[src/hw/rtl/sccc_pkg.sv]
`timescale 1ns / 1ps
package sccc_pkg;

  localparam int NUM_SETS_DEF   = 256;
  localparam int NUM_WAYS_DEF   = 4;
  localparam int LINE_BYTES_DEF = 64;
  localparam int ADDR_W         = 32;
  localparam int LINE_ADDR_W    = 26;
  localparam int STAMP_W        = 32;

  typedef enum logic [1:0] {
    OP_READ  = 2'd0,
    OP_WRITE = 2'd1,
    OP_SNOOP = 2'd2,
    OP_NONE  = 2'd3
  } op_t;

  typedef enum logic [1:0] {
    BUS_NONE  = 2'd0,
    BUS_RD    = 2'd1,
    BUS_RDX   = 2'd2,
    BUS_UPGR  = 2'd3
  } bus_cmd_t;

  typedef enum logic [1:0] {
    LS_I = 2'd0,
    LS_S = 2'd1,
    LS_E = 2'd2,
    LS_M = 2'd3
  } line_st_t;

  typedef enum logic [1:0] {
    RPL_NONE  = 2'd0,
    RPL_FLUSH = 2'd1,
    RPL_OPT   = 2'd2
  } reply_t;

  localparam logic [1:0] MODE_MSI  = 2'd0;
  localparam logic [1:0] MODE_UPGR = 2'd1;
  localparam logic [1:0] MODE_MESI = 2'd2;

  typedef enum logic [1:0] {
    BK_IDLE,
    BK_READ,
    BK_UPDATE,
    BK_CLEAR
  } bk_state_t;

  typedef struct packed {
    logic [1:0]  operation;
    logic [31:0] address;
    logic [1:0]  bus_command;
    logic        only_copy;
  } in_item_t;

  typedef struct packed {
    logic        hit;
    logic [1:0]  bus_request;
    logic [1:0]  snoop_reply;
    logic        victim_writeback;
    logic [25:0] victim_line_address;
    logic        intervention;
    logic        invalidation;
  } out_item_t;

endpackage

[src/hw/rtl/sccc_front.sv]
`timescale 1ns / 1ps
// Front end: accept items, classify, hold in a two-entry queue.
module sccc_front (
  input  logic               clk,
  input  logic               rst,
  input  logic               push,
  output logic               full,
  input  sccc_pkg::in_item_t in_item,
  output logic               q_valid,
  input  logic               q_take,
  output sccc_pkg::in_item_t q_item,
  output logic               q_access
);

  sccc_pkg::in_item_t buf_item [2];
  logic               rd_ptr, wr_ptr;
  logic [1:0]         count;

  assign full     = (count == 2'd2);
  assign q_valid  = (count != 2'd0);
  assign q_item   = buf_item[rd_ptr];
  assign q_access = (q_item.operation == sccc_pkg::OP_READ) ||
                    (q_item.operation == sccc_pkg::OP_WRITE);

  // Store incoming transfer
  always_ff @(posedge clk) begin
    if (push && !full) begin
      buf_item[wr_ptr] <= in_item;
    end
  end

  // Advance pointers
  always_ff @(posedge clk) begin
    if (rst) begin
      rd_ptr <= 1'b0;
      wr_ptr <= 1'b0;
      count  <= 2'd0;
    end else begin
      if (push && !full) wr_ptr <= ~wr_ptr;
      if (q_take && q_valid) rd_ptr <= ~rd_ptr;
      count <= count + {1'b0, push && !full} - {1'b0, q_take && q_valid};
    end
  end

endmodule

[config.mk]
export PLATFORM = sky130hd
export DESIGN_NAME = sccc_front
export DESIGN_NICKNAME = d
export VERILOG_FILES = /design/src/hw/rtl/sccc_pkg.sv /design/src/hw/rtl/sccc_front.sv
export SDC_FILE = /design/constraint.sdc
export NUM_CORES = 1
export LEC_CHECK = 0
export ABC_CLOCK_PERIOD_IN_PS = 2390
export BUFFER_PORTS_ARGS = -buffer_cell sky130_fd_sc_hd__buf_2
export CAP_MARGIN = 0
export CORE_MARGIN = 5
export CORE_UTILIZATION = 40
export DETAILED_ROUTE_END_ITERATION = 8
export HOLD_SLACK_MARGIN = 0.15
export PLACE_DENSITY = 0.62
export SYNTH_ARGS = -nofsm -noshare
export SYNTH_HDL_FRONTEND = slang
export SYNTH_SLANG_ARGS = --single-unit
[constraint.sdc]
create_clock -name clk -period 2.39 [get_ports clk]
set_input_delay 0.5975 -clock clk [delete_from_list [all_inputs] [get_ports clk]]
set_output_delay 0.5975 -clock clk [all_outputs]
set_load 0.05 [all_outputs]
==> results of run 1 <==
## through the flow
stage	instance area (um^2)	hold WS [ns]	power [mW]	util (%)	cells
finish	3660	0.446	4.52	51.1	337
global route	3660	0.414	4.76	51.1	337
CTS	3660	0.419	4.61	51.1	337
detailed placement	3470	0.484	3.65	48.3	321
global placement	3470	0.478	3.63	48.3	321
floorplan	2920	0.451	3.23	-	143
## kinds of logic (layout without fill, tap and decap cells)
group,Yosys count,in the layout,share of synthesized area (%)
AO/OA/AOI/OAI,3,3,0.643
XOR/XNOR,2,2,0.600
adder cells (fa/ha/maj),2,2,0.857
buffers and inverters,9,104,1.97
flip-flops,79,79,79.6
multiplexers,37,37,14.2
AND/OR/NAND/NOR,11,11,2.10
## layer usage
layer | part of all wire, % | wire length (um) | up-vias
li1 | - | - | 725
met1 | 37 | 1780 | 759
met2 | 57 | 2750 | 32
met3 | 5.4 | 261 | 5
met4 | 1.1 | 55 | 0
met5 | 0 | 0 | -
## synth_stat cells
cell,number,area (um^2)
and3_2,1,7.51
mux2_1,36,405
xnor2_1,1,8.76
or3_1,1,6.26
inv_1,3,11.3
inv_2,2,7.51
xor2_1,1,8.76
and2_1,1,6.26
nor2_1,3,11.3
nor3_1,1,5.00
nor2b_1,1,6.26
buf_2,1,5.00
nand2_1,1,3.75
or2_2,1,6.26
buf_6,3,33.8
dfxtp_1,5,100
mux2i_1,1,10.0
ha_1,2,25.0
edfxtp_1,74,2220
o21ai_0,1,5.00
nand2b_2,1,8.76
a21oi_1,1,5.00
o21a_2,1,8.76
## final cells by class
cell class,instances,area (um^2),share of cell area (%)
clock buffers,9,124,3.38
flip-flops and latches,79,2320,63.4
clock inverters,7,72.6,1.98
well taps,99,124,3.38
inverters,5,18.8,0.512
multi-input cells,55,542,14.8
repair buffers,83,460,12.6
## power breakdown
group / total [mW] / switching (mW) / internal (mW)
Sequential: 1.83 / 0.0637 / 1.76
Combinational: 1.75 / 1.29 / 0.463
Clock: 0.938 / 0.454 / 0.484
## how the worst max path moves through the flow
stage / to
floorplan: q_item[36]
global placement: buf_item[0][10]$_DFFE_PP_
detailed placement: buf_item[0][10]$_DFFE_PP_
CTS: q_item[0]
global route: q_access
finish: q_item[0]
## sequential cells by signal, indices dropped and copies added, names as in the netlist, named ones only
| signal | count |
|---|---|
| buf_item | 74 |
| wr_ptr | 1 |
| rd_ptr | 1 |
| count | 2 |
==> impl_metrics.yaml, run 1 <==
global_routing:
  grt_max_degree: 35
  met3_usage_pct: 4.03
  grt_pass1_vias: 1650
  antenna_found_initial: 0
  grt_overflow: 0
  grt_util_all_layers_pct: 11.6
  grtUsageMet1_pct: 11.8
  grt_pass1_wl_um: 7650
  met2_usage_pct: 20.8
  busiest_layer: "met2"
placed_design:
  io_buffers: 80
  place_ws_ns: 0.431
  gp_congestion: 0.678
  hpwl_um: 3340
sta:
  fmax_ghz: 0.465
  period_share_pct: 89.9
  fin_skew_ns: 0.0101
  setup-violations-final: 0
  setup_ws_ns: 0.241
  setup_tns_ns: 0
  period_needed_ns: 2.15
  relSlewSlack_pct: 69.3
  worst_slew_pin_slew_ns: 0.460
  rsz0062_at_grt: "false"
  hold_viol_final: 0
  finalMaxSlewViolations: 0
route:
  wl_um: 4850
  wl_per_cell_um: 14.4
  post-route-drc-count: 0
  firstDrtPassIters: 2
  drt-initial-drc-count: 38
  drtAntennaViolNets: 0
  via_per_inst: 4.51
  dr_total_vias: 1521
critical_path:
  r2r_start: "count[0]$_SDFF_PP0_"
  critPathBufInv: 2
  slowest_delay_ns: 0.39
  crit_cells: 3
  arrival_ns: 1.55
  critPathLaunchType: "flop"
  r2r_cells: 5
  crit_slowest_cell: "dfxtp_2"
  worstSetupEndpointType: "output port"
  crit_path_cell_trace: "buf_12, mux2_1, buf_2"
  crit_required_ns: 1.79
  crit_family: "buffers and inverters"
  critical_path.max_fanout: 34
  r2r-end: "buf_item[0][11]$_DFFE_PP_"
  rrSetupSlack_ns: 0.67
  worstSetupPathType: "flop to output port"
floorplanning:
  die_w_um: 95.4
  die_h_um: 95.4
  io_pins: 81
  design.die.area_um2: 9100
  rows: 31
  core_um2: 7180
  start_util_pct: 40.7
worst_hold_path:
  worstHoldStart: "in_item[2]"
  hold-path-endpoint: "buf_item[0][2]$_DFFE_PP_"
  whs_path_depth: 1
  min_path_type: "primary input to flop"
run_status:
  status: "complete, no violations"
synthesis:
  synthCells: 143
  syn_area_um2: 2920
  synth_fp_nets: 186
  ys_warn_count: 0
  synth_seq_cells: 79
  ys_seq_area_share_pct: 79.6
  ys_types: 23
  avgSynthCellArea_um2: 20.4
clock_tree:
  clk-insertion-delay-late_ns: 0.33
  cts_sinks: 79
  cts.path.max_buffers: 2
  cts-htree-levels: 3
  post_cts_buffers: 0
  cts_made_buffers: 9
  cts_tree: "done"
  postCtsHoldBufs: 0
  cts_root_buffer: "clkbuf_8"
  clkTransAtPathRegs_ns: 0.08
  cts_resized: 0
pwr:
  powerDensity_nw_per_um2: 1230
  leakage_nw: 1.41
  vdd_drop_max_mv: 0.635
layout:
  area_growth_pct: 25.6
  mostFrequentLayoutCell: "buf_2"
  drive_gt1_share_pct: 44.5
  n_fill_cell: 610
  final_nets: 276
  layout_common_cells: "80 x buf_2, 74 x edfxtp_1, 36 x mux2_1"
  antennaDiodeCount: 0
job:
  drv_cap: 0
Power figures use the tool's default switching activity.
==> run 2, diff against run 1 <==
- PLACE_DENSITY: 0.62 -> not set
- PLACE_DENSITY_LB_ADDON: not set -> 0.12
==> run 2 against run 1 <==
  * Routed wire length is 3.3% higher
  * Clock skew is 0.0025 ns lower
  * Global-route usage is 0.44 points lower
  * Count of clock-buffer cells in the layout is 1 higher
  * Maximum frequency is 1.4% higher
  * Die area stayed put
  * Cell count stayed put
  * Highest routed layer unchanged
  * Combinational power hardly changed
  * Via count is 1.3% lower
  * Core utilization stayed put
  * Register-to-register slack better by 0.17 ns
==> impl_metrics.yaml, run 2 (synthesis gave the netlist of run 1 again) <==
clock_tree:
  cts_sinks: 79
  cts.path.max_buffers: 2
  cts_made_buffers: 9
  clkTransAtPathRegs_ns: 0.08
  cts_root_buffer: "clkbuf_8"
  cts_tree: "done"
  clk-insertion-delay-late_ns: 0.33
  post_cts_buffers: 0
  postCtsHoldBufs: 0
  cts_resized: 0
  cts-htree-levels: 3
layout:
  regMostFlops: "buf_item"
  largest_reg_flops: 74
  area_growth_pct: 25.6
  n_fill_cell: 625
  layout_common_cells: "80 x buf_2, 74 x edfxtp_1, 36 x mux2_1"
  antennaDiodeCount: 0
  largest_registers: "buf_item: 74 flops, count: 2 flops"
  final_nets: 277
  postLayoutCellArea_um2: 3660
  drive_gt1_share_pct: 44.1
  mostFrequentLayoutCell: "buf_2"
  layout.cells.non_filler: 337
sta:
  relSlewSlack_pct: 81.0
  fmax_ghz: 0.472
  setup_ws_ns: 0.270
  period_share_pct: 88.7
  hold_viol_final: 0
  rsz0062_at_grt: "false"
  setup_tns_ns: 0
  fin_skew_ns: 0.00767
  finalMaxSlewViolations: 0
  worst_slew_pin_slew_ns: 0.284
  setup-violations-final: 0
  period_needed_ns: 2.12
route:
  drtAntennaViolNets: 0
  wl_um: 5000
  firstDrtPassIters: 4
  wl_per_cell_um: 14.8
  drt-initial-drc-count: 35
  via_per_inst: 4.45
  post-route-drc-count: 0
  dr_total_vias: 1501
critical_path:
  critPathBufInv: 2
  crit_path_cell_trace: "buf_4, mux2_1, buf_2"
  worstSetupPathType: "flop to output port"
  critical_path.max_fanout: 19
  crit_required_ns: 1.79
  crit_slowest_cell: "mux2_1"
  arrival_ns: 1.52
  crit_family: "buffers and inverters"
  worstSetupEndpointType: "output port"
  critPathLaunchType: "flop"
  slowest_delay_ns: 0.38
pwr:
  leakage_nw: 1.41
  vdd_drop_max_mv: 0.644
  power.total_mw: 4.58
  powerDensity_nw_per_um2: 1250
placed_design:
  hpwl_um: 3350
  gp_congestion: 0.657
  io_buffers: 80
  post-place-cells: 322
  place_area_um2: 3460
  place_ws_ns: 0.585
floorplanning:
  core_um2: 7180
  io_pins: 81
  die_w_um: 95.4
  design.die.area_um2: 9100
  die_h_um: 95.4
  start_util_pct: 40.7
  rows: 31
global_routing:
  grt_pass1_vias: 1548
  grt_max_degree: 38
  grt_overflow: 0
  antenna_found_initial: 0
  grt_util_all_layers_pct: 11.2
  grt_pass1_wl_um: 7330
worst_hold_path:
  min_path_type: "primary input to flop"
job:
  drv_cap: 0
run_status:
  status: "complete, no violations"
==> run 2: cell type report <==
class	instances	area (um^2)	share of cell area, %
sequential	79	2320	63.4
multi-input combinational	55	542	14.8
inverter	5	18.8	0.512
timing repair buffer	84	455	12.4
tap	99	124	3.38
clock buffer	10	128	3.48
clock inverter	5	73.8	2.01
==> run 2: path summary, 6_finish.rpt <==
kind                                          start                         to  slack [ns]  cells after the start
worst max-delay path                           flop                  q_item[3]        0.27                      3
worst min-delay path                    in_item[28]  buf_item[1][28]$_DFFE_PP_        0.45                      1
worst max register to register  count[1]$_SDFF_PP0_        count[1]$_SDFF_PP0_        0.84                      7
worst min register to register  wr_ptr$_SDFFE_PP0P_        wr_ptr$_SDFFE_PP0P_        0.48                      2
==> run 2: per-stage QoR <==
step | util (%) | hold slack, ns
2_1_floorplan | - | 0.451
3_3_place_gp | 48.3 | 0.473
3_5_place_dp | 48.3 | 0.474
4_1_cts | 51.1 | 0.433
5_1_grt | 51.1 | 0.432
6_report | 51.1 | 0.448
==> run 2: power breakdown <==
| part | internal [mW] | total [mW] | switching [mW] |
|---|---|---|---|
| sequential | 1.76 | 1.82 | 0.0571 |
| clock | 0.576 | 1.00 | 0.425 |
| combinational | 0.456 | 1.76 | 1.30 |
| total | 2.80 | 4.58 | 1.78 |
==> run 2: routing by layer <==
| metal | global-route usage [%] | vias up | wire [um] |
|---|---|---|---|
| met5 | 0 | - | 0 |
| met4 | 5.69 | 0 | 45 |
| met3 | 3.79 | 4 | 340 |
| met2 | 18.8 | 50 | 2520 |
| met1 | 12.6 | 721 | 2100 |
| li1 | - | 726 | - |
==> run 3, diff against run 2 <==
- BUFFER_PORTS_ARGS: -buffer_cell sky130_fd_sc_hd__buf_2 -> not set
- DONT_BUFFER_PORTS: not set -> 1
- PLACE_DENSITY: not set -> 0.62
- PLACE_DENSITY_LB_ADDON: 0.12 -> not set
==> run 3 against run 2 <==
  * Hold slack worse by 0.13 ns
  * Core utilization shrank 5.8 points
  * Clock skew fell by 0.00054 ns
  * Register-to-register slack lost 0.18 ns
  * Largest power group unchanged
==> impl_metrics.yaml, run 3 (synthesis gave the netlist of run 1 again) <==
clock_tree:
  cts_resized: 0
  postCtsHoldBufs: 0
  cts_sinks: 79
  clkTransAtPathRegs_ns: 0.07
  cts_made_buffers: 9
  clk-insertion-delay-late_ns: 0.33
  cts.path.max_buffers: 2
  cts_tree: "done"
  cts-htree-levels: 3
  cts_root_buffer: "clkbuf_8"
  post_cts_buffers: 0
route:
  drt-initial-drc-count: 65
  via_per_inst: 4.72
  post-route-drc-count: 0
  drtAntennaViolNets: 0
  firstDrtPassIters: 4
  wl_um: 4710
  dr_total_vias: 1231
  wl_per_cell_um: 18.0
run_status:
  status: "complete, no violations"
critical_path:
  slowest_delay_ns: 0.58
  crit_path_end: "q_item[10]"
  worstSetupEndpointType: "output port"
  crit_path_cell_trace: "buf_4, mux2_1"
  r2r_start: "count[0]$_SDFF_PP0_"
  r2r_cells: 5
  critPathLaunchType: "flop"
  crit_cells: 2
  crit_family: "multiplexers"
  worstSetupPathType: "flop to output port"
  crit_required_ns: 1.79
  rrSetupSlack_ns: 0.66
  crit_slowest_cell: "mux2_1"
  critPathBufInv: 1
  r2r-end: "buf_item[0][24]$_DFFE_PP_"
  arrival_ns: 1.52
  critical_path.max_fanout: 21
layout:
  layout_common_cells: "74 x edfxtp_1, 36 x mux2_1, 9 x clkbuf_8"
  antennaDiodeCount: 0
  final_nets: 200
  area_growth_pct: 11.4
  largest_registers: "buf_item: 74 flops, count: 2 flops"
  regMostFlops: "buf_item"
  largest_reg_flops: 74
  drive_gt1_share_pct: 16.0
  layout.cells.non_filler: 261
  n_fill_cell: 626
  mostFrequentLayoutCell: "edfxtp_1"
placed_design:
  io_buffers: 0
  gp_congestion: 0.675
  post-place-cells: 245
  hpwl_um: 3320
  place_ws_ns: 0.604
pwr:
  powerDensity_nw_per_um2: 1310
  leakage_nw: 1.10
  vdd_drop_max_mv: 0.570
global_routing:
  antenna_found_initial: 0
  grt_max_degree: 22
  grt_pass1_vias: 1354
  grt_overflow: 0
  grt_util_all_layers_pct: 11.2
  grt_pass1_wl_um: 7170
sta:
  setup_ws_ns: 0.268
  worst_slew_pin_slew_ns: 0.482
  relSlewSlack_pct: 67.9
  finalMaxSlewViolations: 0
  period_share_pct: 88.8
  rsz0062_at_grt: "false"
  fin_skew_ns: 0.00713
  period_needed_ns: 2.12
  hold_viol_final: 0
  setup_tns_ns: 0
  setup-violations-final: 0
  fmax_ghz: 0.471
floorplanning:
  design.die.area_um2: 9100
  die_w_um: 95.4
  start_util_pct: 40.7
  io_pins: 81
  core_um2: 7180
  rows: 31
  die_h_um: 95.4
worst_hold_path:
  min_path_type: "primary input to flop"
job:
  drv_cap: 0
[run 3: metrics by stage]
stage	area (um^2)	total power, mW	hold WS, ns	utilization [%]
floorplan	2920	3.23	0.451	-
global placement	3070	3.37	0.464	42.8
detailed placement	3070	3.42	0.500	42.8
CTS	3250	4.31	0.299	45.3
global route	3250	4.43	0.297	45.3
finish	3250	4.24	0.321	45.3
[run 3: worst reg2reg max path: stages (launching register included)]
cell and delay [ns]:
dfxtp_1 0.38, nand2b_2 0.16, inv_2 0.13, or3_1 0.37, inv_1 0.09, buf_4 0.28
[run 3: per-layer routing]
layer,track usage (%),vias up,share of wire (%)
li1,-,572,-
met1,10.3,612,33
met2,19.5,36,57
met3,5.37,11,8.3
met4,7.35,0,1.9
met5,0,-,0
[run 3: final cells by class]
cell class                 count  area [um^2]  area share, %
sequential                    79         2320           71.5
multi-input combinational     55          542           16.7
clock buffer                   9          124           3.81
tap                           99          124           3.81
timing repair buffer           7         65.1           2.00
clock inverter                 7         53.8           1.66
inverter                       5         18.8          0.577
[run 3: worst min path at each step]
stage / endpoint / startpoint / slack, ns / cells past startpoint
final: flop / rst / 0.32 / 1
after global routing: count[0]$_SDFF_PP0_ / rst / 0.30 / 1
after CTS: flop / rst / 0.30 / 1
after detailed placement: wr_ptr$_SDFFE_PP0P_ / wr_ptr$_SDFFE_PP0P_ / 0.50 / 2
after global placement: wr_ptr$_SDFFE_PP0P_ / wr_ptr$_SDFFE_PP0P_ / 0.46 / 2
after floorplan: wr_ptr$_SDFFE_PP0P_ / wr_ptr$_SDFFE_PP0P_ / 0.45 / 2
[run 3: where the power goes]
part / total, mW / internal, mW / switching, mW / leakage [nW]
registers: 1.83 / 1.77 / 0.0607 / 0.733
logic: 1.53 / 0.292 / 1.24 / 0.274
clock network: 0.888 / 0.463 / 0.425 / 0.0906
